File: config.mk
export PLATFORM = sky130hd
export DESIGN_NAME = grs_controller
export DESIGN_NICKNAME = d
export VERILOG_FILES = /design/src/sv/grs_pkg.sv /design/src/sv/grs_controller.sv
export SDC_FILE = /design/constraint.sdc
export NUM_CORES = 1
export LEC_CHECK = 0
export BUFFER_PORTS_ARGS = -buffer_cell sky130_fd_sc_hd__buf_4
export CAP_MARGIN = 25
export CORE_AREA = 2 2 39 41
export DETAILED_ROUTE_END_ITERATION = 7
export DIE_AREA = 0 0 41 43
export PLACE_DENSITY = 0.66
export SLEW_MARGIN = 0
export SYNTH_ARGS = -nofsm -noshare
export SYNTH_HDL_FRONTEND = slang
export SYNTH_SLANG_ARGS = --single-unit
File: constraint.sdc
create_clock -name clock -period 3.4 [get_ports clock]
set_clock_uncertainty 0.15 [all_clocks]
set_input_delay 0 -clock clock [delete_from_list [all_inputs] [get_ports clock]]
set_output_delay 0 -clock clock [all_outputs]
set_load 0.02 [all_outputs]
File: src/sv/grs_pkg.sv
// ----------------------------------------------------------------------------
// grs_pkg
// Shared widths, codes and controller/datapath interface types for the
// geometric rollup split block.
// ----------------------------------------------------------------------------
package grs_pkg;

   localparam int WEIGHT_W    = 32;
   localparam int FACTOR_W    = 16;
   localparam int FLAG_W      = 3;
   localparam int WORD_W      = WEIGHT_W + FLAG_W;
   localparam int TOTAL_W     = WEIGHT_W + 1;
   localparam int PROD_W      = FACTOR_W + TOTAL_W;
   localparam int SPLIT_W     = 11;
   localparam int PREF_W      = 10;
   localparam int ERR_W       = 2;
   localparam int CSR_INDEX_W = 1;
   localparam int CSR_DATA_W  = 16;

   // flag bit positions inside the flag field of a stored entry
   localparam int FLAG_BAD   = 0;
   localparam int FLAG_LOCAL = 1;
   localparam int FLAG_INDEX = 2;

   localparam logic [ERR_W-1:0] ERR_OK       = 2'd0;
   localparam logic [ERR_W-1:0] ERR_OVERFLOW = 2'd1;
   localparam logic [ERR_W-1:0] ERR_ORDER    = 2'd2;
   localparam logic [ERR_W-1:0] ERR_COUNT    = 2'd3;

   localparam logic [CSR_INDEX_W-1:0] CSR_GROWTH_FACTOR = 1'd0;
   localparam logic [CSR_INDEX_W-1:0] CSR_DEMOTE_ENABLE = 1'd1;

   localparam logic [FACTOR_W-1:0] GROWTH_FACTOR_RESET = 16'd2;
   localparam logic                DEMOTE_ENABLE_RESET = 1'b1;

   typedef enum logic [3:0] {
      OP_IDLE,
      OP_LOAD,
      OP_START,
      OP_BACK_CUR,
      OP_BACK_PREV,
      OP_BACK_MUL,
      OP_BACK_CHECK,
      OP_SUM_READ,
      OP_SUM_ADD,
      OP_GROW_READ,
      OP_GROW_CHECK,
      OP_DEMOTE_INIT,
      OP_DEMOTE_READ,
      OP_DEMOTE_EVAL,
      OP_FINISH
   } op_type;

   typedef struct packed {
      op_type op;
   } grs_cmd_type;

   typedef struct packed {
      logic faulted;
      logic single;
      logic overflow;
      logic less;
      logic i_one;
      logic sum_done;
      logic k_end;
   } grs_status_type;

endpackage

File: src/sv/grs_controller.sv
// ----------------------------------------------------------------------------
// grs_controller
// Sequencer for load, backward ratio scan, prefix sum, forward growth,
// demotion scan and result hand-off.
// ----------------------------------------------------------------------------
module grs_controller (
   input  logic                    clock,
   input  logic                    reset,
   input  logic                    req_valid,
   input  logic                    req_last,
   output logic                    req_stall,
   output logic                    rsp_valid,
   input  logic                    rsp_stall,
   output grs_pkg::grs_cmd_type    cmd,
   input  grs_pkg::grs_status_type status
);

   import grs_pkg::*;

   typedef enum logic [3:0] {
      S_LOAD,
      S_START,
      S_BACK_CUR,
      S_BACK_PREV,
      S_BACK_MUL,
      S_BACK_CHECK,
      S_SUM_READ,
      S_SUM_ADD,
      S_GROW_READ,
      S_GROW_CHECK,
      S_DEMOTE_INIT,
      S_DEMOTE_READ,
      S_DEMOTE_EVAL,
      S_FINISH
   } state_type;

   state_type state_ff, state_in;
   logic      rsp_valid_ff, rsp_valid_in;
   logic      req_accept;
   logic      out_free;

   assign req_stall  = (state_ff != S_LOAD);
   assign req_accept = req_valid & ~req_stall;
   assign out_free   = ~rsp_valid_ff | ~rsp_stall;

   always_comb begin
      state_in = state_ff;
      cmd.op   = OP_IDLE;
      case (state_ff)
         S_LOAD: begin
            if (req_accept) begin
               cmd.op = OP_LOAD;
               if (req_last) begin
                  state_in = S_START;
               end
            end
         end
         S_START: begin
            cmd.op = OP_START;
            if (status.faulted) begin
               state_in = S_FINISH;
            end else if (status.single) begin
               state_in = S_GROW_READ;
            end else begin
               state_in = S_BACK_CUR;
            end
         end
         S_BACK_CUR: begin
            cmd.op   = OP_BACK_CUR;
            state_in = S_BACK_PREV;
         end
         S_BACK_PREV: begin
            cmd.op   = OP_BACK_PREV;
            state_in = S_BACK_MUL;
         end
         S_BACK_MUL: begin
            cmd.op   = OP_BACK_MUL;
            state_in = S_BACK_CHECK;
         end
         S_BACK_CHECK: begin
            cmd.op = OP_BACK_CHECK;
            if (status.overflow) begin
               state_in = S_FINISH;
            end else if (status.less) begin
               state_in = S_SUM_READ;
            end else if (status.i_one) begin
               state_in = S_GROW_READ;
            end else begin
               state_in = S_BACK_MUL;
            end
         end
         S_SUM_READ: begin
            cmd.op   = OP_SUM_READ;
            state_in = S_SUM_ADD;
         end
         S_SUM_ADD: begin
            cmd.op = OP_SUM_ADD;
            if (status.sum_done) begin
               state_in = S_GROW_READ;
            end else begin
               state_in = S_SUM_READ;
            end
         end
         S_GROW_READ: begin
            cmd.op = OP_GROW_READ;
            if (status.k_end) begin
               state_in = S_DEMOTE_INIT;
            end else begin
               state_in = S_GROW_CHECK;
            end
         end
         S_GROW_CHECK: begin
            cmd.op = OP_GROW_CHECK;
            if (status.overflow) begin
               state_in = S_FINISH;
            end else if (status.less) begin
               state_in = S_GROW_READ;
            end else begin
               state_in = S_DEMOTE_INIT;
            end
         end
         S_DEMOTE_INIT: begin
            cmd.op   = OP_DEMOTE_INIT;
            state_in = S_DEMOTE_READ;
         end
         S_DEMOTE_READ: begin
            cmd.op = OP_DEMOTE_READ;
            if (status.k_end) begin
               state_in = S_FINISH;
            end else begin
               state_in = S_DEMOTE_EVAL;
            end
         end
         S_DEMOTE_EVAL: begin
            cmd.op   = OP_DEMOTE_EVAL;
            state_in = S_DEMOTE_READ;
         end
         S_FINISH: begin
            if (out_free) begin
               cmd.op   = OP_FINISH;
               state_in = S_LOAD;
            end
         end
         default: begin
            state_in = S_LOAD;
         end
      endcase
   end

   always_comb begin
      rsp_valid_in = rsp_valid_ff;
      if (cmd.op == OP_FINISH) begin
         rsp_valid_in = 1'b1;
      end else if (rsp_valid_ff && !rsp_stall) begin
         rsp_valid_in = 1'b0;
      end
   end

   always_ff @(posedge clock) begin
      if (reset) begin
         state_ff     <= S_LOAD;
         rsp_valid_ff <= 1'b0;
      end else begin
         state_ff     <= state_in;
         rsp_valid_ff <= rsp_valid_in;
      end
   end

   assign rsp_valid = rsp_valid_ff;

endmodule

=== Yosys cells after proc, flatten, opt, wreduce, memory -nomap -nowiden ===
Index checks and enable logic that the tools add are counted.

* Equal/unequal tests: 17
* Muxes and demuxes: 19
* Bitwise logic cells: 5
* Reduce and logical (&&, ||, !) cells: 7

{| class="wikitable"
|+ Operators by type and width
! cell !! number
|-
| $pmux 4 s14 || 1
|-
| $pmux 4 s13 || 1
|-
| $mux 4 || 10
|-
| $eq 4x4->1 const B || 7
|-
| $eq 4x3->1 const B || 4
|-
| $eq 4x2->1 const B || 2
|-
| $ne 2x2->1 const B || 3
|-
| $eq 4x1->1 const B || 1
|-
| $logic_not 4->1 || 1
|-
| $mux 1 || 4
|-
| $mux 2 || 2
|-
| $reduce_bool 4->1 || 1
|-
| $mux 3 || 1
|-
| $not 1->1 || 3
|-
| $reduce_and 3->1 || 1
|-
| $reduce_bool 2->1 || 1
|-
| $reduce_or 2->1 || 1
|-
| $and 1x1->1 || 1
|-
| $logic_and 1x1->1 || 1
|-
| $logic_not 1->1 || 1
|-
| $or 1x1->1 || 1
|}

* Register bits after elaboration: 5
* Word-level logic and storage cells: 50

=== Longest topological paths before layout ===
Gate-level depths: netlist of the first run.

* Depth in word-level cells: 7
* Gate-level depth with buffers: 5

=== Least setup slack after synthesis of the first run ===
Ideal clock, no wire load.

* Kind: register to output
* Start point: reg state_ff[2]
* End point: out cmd[2] (netlist name)
* Data arrival time: 1.352 ns
* Data required time: 3.250 ns
* Path slack: 1.898 ns
* Cell stages (with the launch flop): 6
* Buffers on the path: 2
* Path through: dfxtp_1 > buf_4 > buf_2 > nand2_1 > o21ai_0 > a221oi_1

{| class="wikitable"
|+ RTL lines
! element !! RTL line !! source
|-
| start: declaration || grs_controller.sv:37 || <nowiki>state_type state_ff, state_in;</nowiki>
|-
| start signal: assignment || grs_controller.sv:164 || <nowiki>state_ff <= state_in;</nowiki>
|-
| end: declaration || grs_controller.sv:14 || <nowiki>output grs_pkg::grs_cmd_type cmd,</nowiki>
|}

=== Worst setup path in the final report of the first run ===
* Start point: reg state_ff[2]
* End point: reg state_ff[1]

* Longest elaborated chain between the ends: 5
* Elaborated cells on any way between the ends: 23
* Classes of those cells: eq/ne (16); mux (1); bitwise (2); reduce/logical (4)

{| class="wikitable"
|+ Ends and longest elaborated chain
! element !! RTL line !! source
|-
| $reduce_bool 4->1 || grs_controller.sv:42 || <nowiki>assign req_stall = (state_ff != S_LOAD);</nowiki>
|-
| $not 1->1 || grs_controller.sv:43 || <nowiki>assign req_accept = req_valid & ~req_stall;</nowiki>
|-
| $and 1x1->1 || grs_controller.sv:43 ||
|-
| $ne 2x2->1 (no line) || -- ||
|-
| $reduce_and 3->1 (no line) || -- ||
|}

Parallel ways exist; a longest one is shown, timed or not.
A chain may end at the register's enable or synchronous reset.

==> results.txt, run 1 <==
top-area cell type share of the netlist area: 18.3%
Routed Antenna Nets: 0
CTS-repair resized insts: 0
Synth area leader: dfxtp_1
max_cap viols: 0
Synthesized Nets: 83
hpwl dp: 919 um
number of fill cells in the layout: 135
Crit Path Max Fanout: 22
Endpoint, Worst Hold: state_ff[2]$_SDFFE_PP0P_
P_sw: 289 uW
clk_lat worst skew: 0.24 ns
Synth Area in Compound Gates: 29.5%
Detailed Route WL: 1310 um
mux share of post-synthesis cell area: 1.83%
Pwr Total: 597 uW
Non-Filler Instances: 106
final-stage net count: 103
sequential power share: 29.2%
Register-to-Register Path Depth: 5
I/O Buffers: 17
crit end category: register
Int Power: 308 uW
Post-Synthesis Cell Area: 548 um2
asr flop ratio synth: 0%
CTS buffer count: 3
Cell Count Post-Placement: 97
GPL Wtd Cong: 0.823
Die Span Y: 43 um
Slew headroom: 58.2%
adder-cell share of the synthesized area: 0%
status: complete, no violations
Core Rows: 14
# IOs: 18
DRC violations left: 0
PwrDens: 828 nW/um2
Die Span X: 41 um
via count: 604
flops & latches, synth: 5
Tmin final: 2.26 ns
FF-to-FF Start: state_ff[2]$_SDFFE_PP0P_
CTS Buffer Depth: 2
Mapped Avg Cell Area: 7.72 um2
min-delay src: status[2]
n_diodes: 0
crit path launch type: register
router iterations before antenna repair: 4
unrepaired setup endpoints after global routing: false
post-synthesis simple-gate area fraction: 39.5%
Clock transition at path regs: 0.04 ns
CTS tree: done
Switching Fraction: 48.4%
R2R setup slack: 1.14 ns
Leakage: 0.000280 uW
initial antenna violation count: 0
Initial Util: 39.6%
Design Area, Final: 721 um2
Layout area overhead: 31.5%
Syn. warnings: 0
Post-synth EDFFs: 0
critical path arrival: 2.29 ns
Post-synth top flop: dfxtp_1
FF-to-FF End: state_ff[1]$_SDFFE_PP0P_
DP Area: 644 um2
total track usage: 17.3%
Reg area: 100 um2
hold path cells: 4
final hold vios: 0
Final Util: 52.1%
power share of the clock group: 11.5%
vias in the first global route: 509
peak supply drop: 0.299 mV
Fmax: 442 MHz
clk sink count: 5
synth top area cells: dfxtp_1 18%, a21oi_1 5.5%, buf_4 5.5%
Final Max Tran Viols: 0
Crit path required time: 3.43 ns
crit share post-route: 66.5%
Post-Syn Instances: 71
die area: 1760 um2
Least-Margin Pin Slew: 0.627 ns
first-pass GRT wire length: 2150 um
H-tree levels: 1
DR WL/cell: 12.3 um
Multi-input gate area: 397 um2
Overflow after GRT: 0
# setup viols final: 0
Netlist cell types: 35
Final TNS setup: 0 ns
Setup Fix Bufs, Post-CTS: 0
combinational family with the most area after synthesis: simple AND/OR/NAND/NOR gates
HP Class: in2reg
share of cells above drive strength 1: 28.9%
area of the core: 1380 um2
Via density: 5.70
clk root buf: clkbuf_4
cts hold-fix bufs: 5
pin count of the biggest net entering global routing: 23
Iteration-0 DRC Markers: 18
Post-Synth XOR/XNOR Area: 1.60%
Setup Crit Path Kind: reg2reg
post-synthesis sequential area ratio: 18.3%
Combinational Power Share: 59.3%
-- sequential cells by signal, indices dropped and copies added (netlist names) --
name       cells
state_ff       4
rsp_valid      1
-- worst max-delay path, stage by stage (launching register included) --
cell and delay (ns):
dfxtp_1 0.71, and2_1 0.31, a31o_2 0.18, o21ai_1 0.05, a41oi_1 0.22, dlygate4sd3_1 0.57
-- layout by cell type (no fill, tap or decap), types with 2 or more instances in the layout --
cell           synthesis  final
nand2_1                4      4
dfxtp_1                5      5
clkbuf_4               0      3
dlygate4sd3_1          0      5
o21ai_0                5      5
nand3_1                3      3
nand4b_1               3      3
and2_1                 2      2
nor2_1                 5      5
a31oi_1                3      3
a41oi_1                2      2
nand3b_1               2      2
nor3_1                 2      2
buf_4                  4     17
a21oi_1                6      6
nor2b_1                2      2
and3_1                 2      2
-- stage by stage --
stage	hold slack, ns	setup WS, ns
2_1_floorplan	-0.0821	1.90
3_5_place_dp	0.0649	1.68
6_report	0.0141	1.14
3_3_place_gp	0.0616	1.65
4_1_cts	0.0167	1.17
5_1_grt	0.0504	1.01
-- power by group through the flow --
stage / sequential [uW] / clock (uW) / combinational [uW]
after global routing: 186 / 77.1 / 384
after detailed placement: 175 / 0 / 345
after CTS: 174 / 72.9 / 356
after global placement: 176 / 0 / 343
after floorplan: 96.4 / 0 / 339
final: 174 / 68.9 / 354
-- cell type report --
type,instances,area share [%]
Tap cell,16,2.78
Timing Repair Buffer,22,24.7
Sequential cell,5,13.9
Multi-Input combinational cell,59,55.0
Clock buffer,4,3.65
-- synth_stat cells, types with 2 or more instances --
master    n
buf_2     2
a21oi_1   6
nor2_1    5
nor3_1    2
nand2_1   4
o21ai_0   5
nand4b_1  3
buf_4     4
and2_1    2
nand3b_1  2
and3_1    2
nand3_1   3
dfxtp_1   5
a31oi_1   3
a41oi_1   2
nor2b_1   2
-- per-layer routing --
| metal | GRT usage, % | vias up | share of wire, % |
|---|---|---|---|
| met5 | 0 | - | 0 |
| met4 | 4.00 | 0 | 0 |
| met3 | 4.71 | 0 | 2.9 |
| met2 | 25.9 | 11 | 49 |
| met1 | 23.7 | 279 | 48 |
| li1 | - | 314 | - |
-- worst max-delay path by stage --
stage / depth (start not counted) / endpoint / slack (ns) / startpoint
floorplan: 5 / cmd[2] / 1.90 / state_ff[2]$_SDFFE_PP0P_
global placement: 4 / state_ff[0]$_SDFFE_PP0P_ / 1.65 / state_ff[2]$_SDFFE_PP0P_
detailed placement: 4 / state_ff[0]$_SDFFE_PP0P_ / 1.68 / state_ff[2]$_SDFFE_PP0P_
CTS: 5 / state_ff[1]$_SDFFE_PP0P_ / 1.17 / state_ff[2]$_SDFFE_PP0P_
global route: 5 / state_ff[1]$_SDFFE_PP0P_ / 1.01 / state_ff[2]$_SDFFE_PP0P_
finish: 5 / state_ff[1]$_SDFFE_PP0P_ / 1.14 / state_ff[2]$_SDFFE_PP0P_
-- logic make-up (layout without fill, tap and decap cells) --
family | count (synthesis) | count (layout)
buf+inv | 7 | 26
simple gates | 33 | 33
flops | 5 | 5
mux | 1 | 1
compound gates | 24 | 24
xor+xnor | 1 | 1
No activity file was read; power rests on OpenSTA's default activity.
==> run 2: changes to the inputs <==
Settings changed: PLACE_DENSITY 0.66 to 0.69.
Clock period 3.4 ns to 2 ns, I/O delays scaled along.
==> run 2 against run 1 <==
  * Wire length is 3.7% higher
  * Critical path depth is 1 lower
  * First-iteration DRC count fell by 39%
  * Sequential power increased by 67%
  * Worst setup slack got worse by 1.0 ns
  * Critical endpoint is now cmd[2]
  * Flip-flop and latch count is the same
  * Via count is 2.6% higher
  * Cell area rose by 2.4%
  * Sequential share of layout area is 0.33 points lower
  * Largest cell class unchanged
  * Total power rose by 70%
  * Die area stayed put
==> results.txt, run 2 (synthesized netlist as in run 1, its figures left out) <==
area of the core: 1380 um2
Int Power: 525 uW
DRC violations left: 0
peak supply drop: 0.515 mV
Switching Fraction: 48.3%
Leakage: 0.000288 uW
pin count of the biggest net entering global routing: 23
P_sw: 491 uW
crit path launch type: register
number of flip-flops in the largest register: 4
Detailed Route WL: 1350 um
unrepaired setup endpoints after global routing: false
max_cap viols: 0
# setup viols final: 0
hpwl dp: 995 um
Tmin final: 1.86 ns
Via density: 5.74
Slew headroom: 58.7%
clk_lat worst skew: 0.24 ns
sequential power share: 28.6%
Iteration-0 DRC Markers: 11
CTS buffer count: 3
Core Rows: 14
first-pass GRT wire length: 2040 um
Place WS: 0.276 ns
initial antenna violation count: 0
critical path arrival: 1.71 ns
Reg area: 100 um2
Multi-input gate area: 397 um2
Clock transition at path regs: 0.04 ns
Reg with most FFs: state_ff
Setup Fix Bufs, Post-CTS: 0
number of fill cells in the layout: 139
CTS Buffer Depth: 2
Pwr Total: 1020 uW
Die Span X: 41 um
I/O Buffers: 17
CTS-repair resized insts: 0
CTS tree: done
Overflow after GRT: 0
GPL Wtd Cong: 0.830
Initial Util: 39.6%
cts hold-fix bufs: 6
Layout area overhead: 34.7%
Combinational Power Share: 60.0%
total track usage: 16.4%
status: complete, no violations
Fmax: 537 MHz
# IOs: 18
final worst setup slack: 0.139 ns
Final TNS setup: 0 ns
most common cell after layout, fill and taps aside: buf_4
Crit path required time: 1.85 ns
final hold vios: 0
Routed Antenna Nets: 0
crit end category: output port
Final Max Tran Viols: 0
n_diodes: 0
vias in the first global route: 487
Least-Margin Pin Slew: 0.619 ns
crit share post-route: 93.1%
share of cells above drive strength 1: 29.3%
DR WL/cell: 12.5 um
HP Class: in2reg
final-stage net count: 105
Setup Crit Path Kind: reg2out
via count: 620
router iterations before antenna repair: 4
Die Span Y: 43 um
clk sink count: 5
PwrDens: 1380 nW/um2
most frequent cells in the layout: 18 x buf_4, 6 x a21oi_1, 6 x dlygate4sd3_1
Crit Path Max Fanout: 18
power share of the clock group: 11.3%
die area: 1760 um2
clk root buf: clkbuf_4
H-tree levels: 1
run 2: changes by cell type in the layout (fill, tap and decap cells not counted), sizes merged:
cell         change
dlygate4sd3      +1
buf              +1
run 2: layout make-up:
class,count,area share [%]
clock buffers,4,3.56
multi-input cells,59,53.7
flip-flops and latches,5,13.6
well taps,16,2.71
repair buffers,24,26.4
run 2: critical path: stages (launching register included):
cell and delay (ns):
dfxtp_1 0.63, nand2b_4 0.25, o21ai_0 0.10, a221oi_1 0.28, buf_4 0.20
run 2: stage by stage:
stage                     util [%]  cell area [um2]  hold slack, ns  cells
final                         53.3              738          0.0169    108
after global routing          53.3              738          0.0699    108
after CTS                     53.3              738          0.0141    108
after detailed placement      47.1              652          0.0580     98
after global placement        47.1              652          0.0582     98
after floorplan                  -              548         -0.0821     71
run 2: power groups by stage:
stage / logic (uW) / clock network (uW) / registers [uW]
floorplan: 577 / 0 / 164
global placement: 601 / 0 / 292
detailed placement: 600 / 0 / 289
CTS: 614 / 122 / 289
global route: 665 / 127 / 306
finish: 610 / 115 / 291
run 2: path summary, 6_finish.rpt:
kind / start / end / slack (ns) / cells past startpoint
min reg2reg: rsp_valid$_SDFFE_PP0P_ / rsp_valid$_SDFFE_PP0P_ / 0.40 / 2
max reg2reg: state_ff[2]$_SDFFE_PP0P_ / state_ff[0]$_SDFFE_PP0P_ / 0.25 / 4
min: status[4] / state_ff[3]$_SDFFE_PP0P_ / 0.02 / 3
max: state_ff[1]$_SDFFE_PP0P_ / cmd[2] / 0.14 / 4
run 2: per-layer routing:
layer | wire, um | track usage, % | up-vias | part of all wire [%]
li1 | - | - | 318 | -
met1 | 621 | 21.2 | 277 | 46
met2 | 612 | 25.9 | 23 | 45
met3 | 99 | 6.28 | 2 | 7.3
met4 | 21 | 2.00 | 0 | 1.6
met5 | 0 | 0 | - | 0
==> run 3: changes to the inputs <==
Settings changed: PLACE_DENSITY 0.69 to 0.66.
Clock period 2 ns to 2.1 ns, I/O delays scaled along.
==> run 3 against run 2 <==
  * Worst hold slack got worse by 0.018 ns
  * The run now ends with negative hold slack left
  * Utilization fell by 0.72 points
  * Via count rose by 0.16%
  * Global-route usage rose by 1.6 points
  * Sequential power fell by 4%
  * Non-clock buffer count fell by 1
  * First-iteration DRC count did not move
==> results.txt, run 3 (synthesized netlist as in run 1, its figures left out) <==
Overflow after GRT: 0
clk_lat worst skew: 0.24 ns
critical path's top delay family: flip-flops
Via density: 5.80
final hold vios: 1
HP Class: in2reg
Pwr Total: 972 uW
# setup viols final: 0
WL met3: 73 um
clk sink count: 5
die area: 1760 um2
FF-to-FF End: state_ff[0]$_SDFFE_PP0P_
crit share post-route: 88.6%
Register-to-Register Path Depth: 4
metal2 WL: 689 um
# IOs: 18
final-stage net count: 104
Detailed Route WL: 1370 um
CTS Buffer Depth: 2
most frequent cells in the layout: 18 x buf_4, 6 x a21oi_1
DR top layer: met3
Die Span X: 41 um
Endpoint, Worst Hold: state_ff[2]$_SDFFE_PP0P_
critical-path cell list: nand2b_4 -> o21ai_0 -> a221oi_1 -> buf_4
critical path arrival: 1.71 ns
Die Span Y: 43 um
vias in the first global route: 512
via count: 621
share of cells above drive strength 1: 29.7%
Reg with most FFs: state_ff
most common cell after layout, fill and taps aside: buf_4
hold_ws: -0.00105 ns
total track usage: 18.1%
Clock transition at path regs: 0.05 ns
Setup Fix Bufs, Post-CTS: 0
FF-to-FF Start: state_ff[2]$_SDFFE_PP0P_
router iterations before antenna repair: 4
status: complete, but fails checks
Setup Crit Path Kind: reg2out
CP peak stage delay: 0.64 ns
Layout area overhead: 32.9%
Iteration-0 DRC Markers: 11
Crit Path Max Fanout: 18
Least-Margin Pin Slew: 0.644 ns
CTS tree: done
Core Rows: 14
final worst setup slack: 0.239 ns
crit end category: output port
R2R setup slack: 0.34 ns
area of the core: 1380 um2
first-pass GRT wire length: 2200 um
Tmin final: 1.86 ns
pin count of the biggest net entering global routing: 23
I/O Buffers: 17
crit path launch type: register
hpwl dp: 975 um
Slew headroom: 57.0%
Crit path required time: 1.95 ns
number of flip-flops in the largest register: 4
CTS buffer count: 3
Final TNS setup: 0 ns
Final Max Tran Viols: 0
CP Buf/Inv Count: 1
Fmax: 537 MHz
failing checks: negative hold slack
GPL Wtd Cong: 0.839
DRC violations left: 0
initial antenna violation count: 0
H-tree levels: 1
M1 WL: 609 um
Leakage: 0.000284 uW
hold path cells: 4
CP max stage cell: dfxtp_1
Final Util: 52.6%
PwrDens: 1330 nW/um2
max_cap viols: 0
Place WS: 0.369 ns
clk root buf: clkbuf_4
Initial Util: 39.6%
Routed Antenna Nets: 0
peak supply drop: 0.583 mV
n_diodes: 0
DR WL/cell: 12.8 um
CP Launch Point: state_ff[1]$_SDFFE_PP0P_
min-delay src: status[2]
unrepaired setup endpoints after global routing: false
==> run 3: worst max path at each step <==
stage | end | slack [ns] | cells after the start
2_1_floorplan | cmd[2] | 0.60 | 5
3_3_place_gp | state_ff[0]$_SDFFE_PP0P_ | 0.39 | 4
3_5_place_dp | state_ff[0]$_SDFFE_PP0P_ | 0.37 | 4
4_1_cts | cmd[1] | 0.25 | 5
5_1_grt | cmd[2] | 0.09 | 4
6_report | cmd[2] | 0.24 | 4
==> run 3: cell type report <==
| class | count | area (um2) |
|---|---|---|
| Fill cell | 144 | 656 |
| Timing Repair Buffer | 23 | 185 |
| Tap cell | 16 | 20.0 |
| Sequential cell | 5 | 100 |
| Clock buffer | 4 | 26.3 |
| Multi-Input combinational cell | 59 | 397 |
==> run 3: metal layers <==
layer / global-route usage (%) / vias up
met4: 2.00 / 0
li1: - / 314
met1: 24.4 / 283
met5: 0 / -
met2: 27.8 / 24
met3: 6.28 / 0
==> run 3: worst reg2reg max path, stage by stage (launching register included) <==
cell	delay [ns]
dfxtp_1	0.73
nand4b_1	0.21
nor2_1	0.19
a31oi_1	0.10
a311oi_2	0.29
==> run 3: power breakdown <==
group | internal [uW] | leakage (uW) | switching [uW]
sequential | 129 | 0.0000409 | 148
clock | 71.9 | 0.0000150 | 39.6
combinational | 298 | 0.000228 | 285
total | 499 | 0.000284 | 473
==> run 3: per-stage QoR <==
step | cells | cell area [um2]
after floorplan | 71 | 548
after global placement | 98 | 652
after detailed placement | 98 | 652
after CTS | 107 | 728
after global routing | 107 | 728
final | 107 | 728
==> run 3: timing repair <==
item,CTS,global route
resized for setup,0,0
hold buffers,5,0
endpoints found under the hold margin,5,0
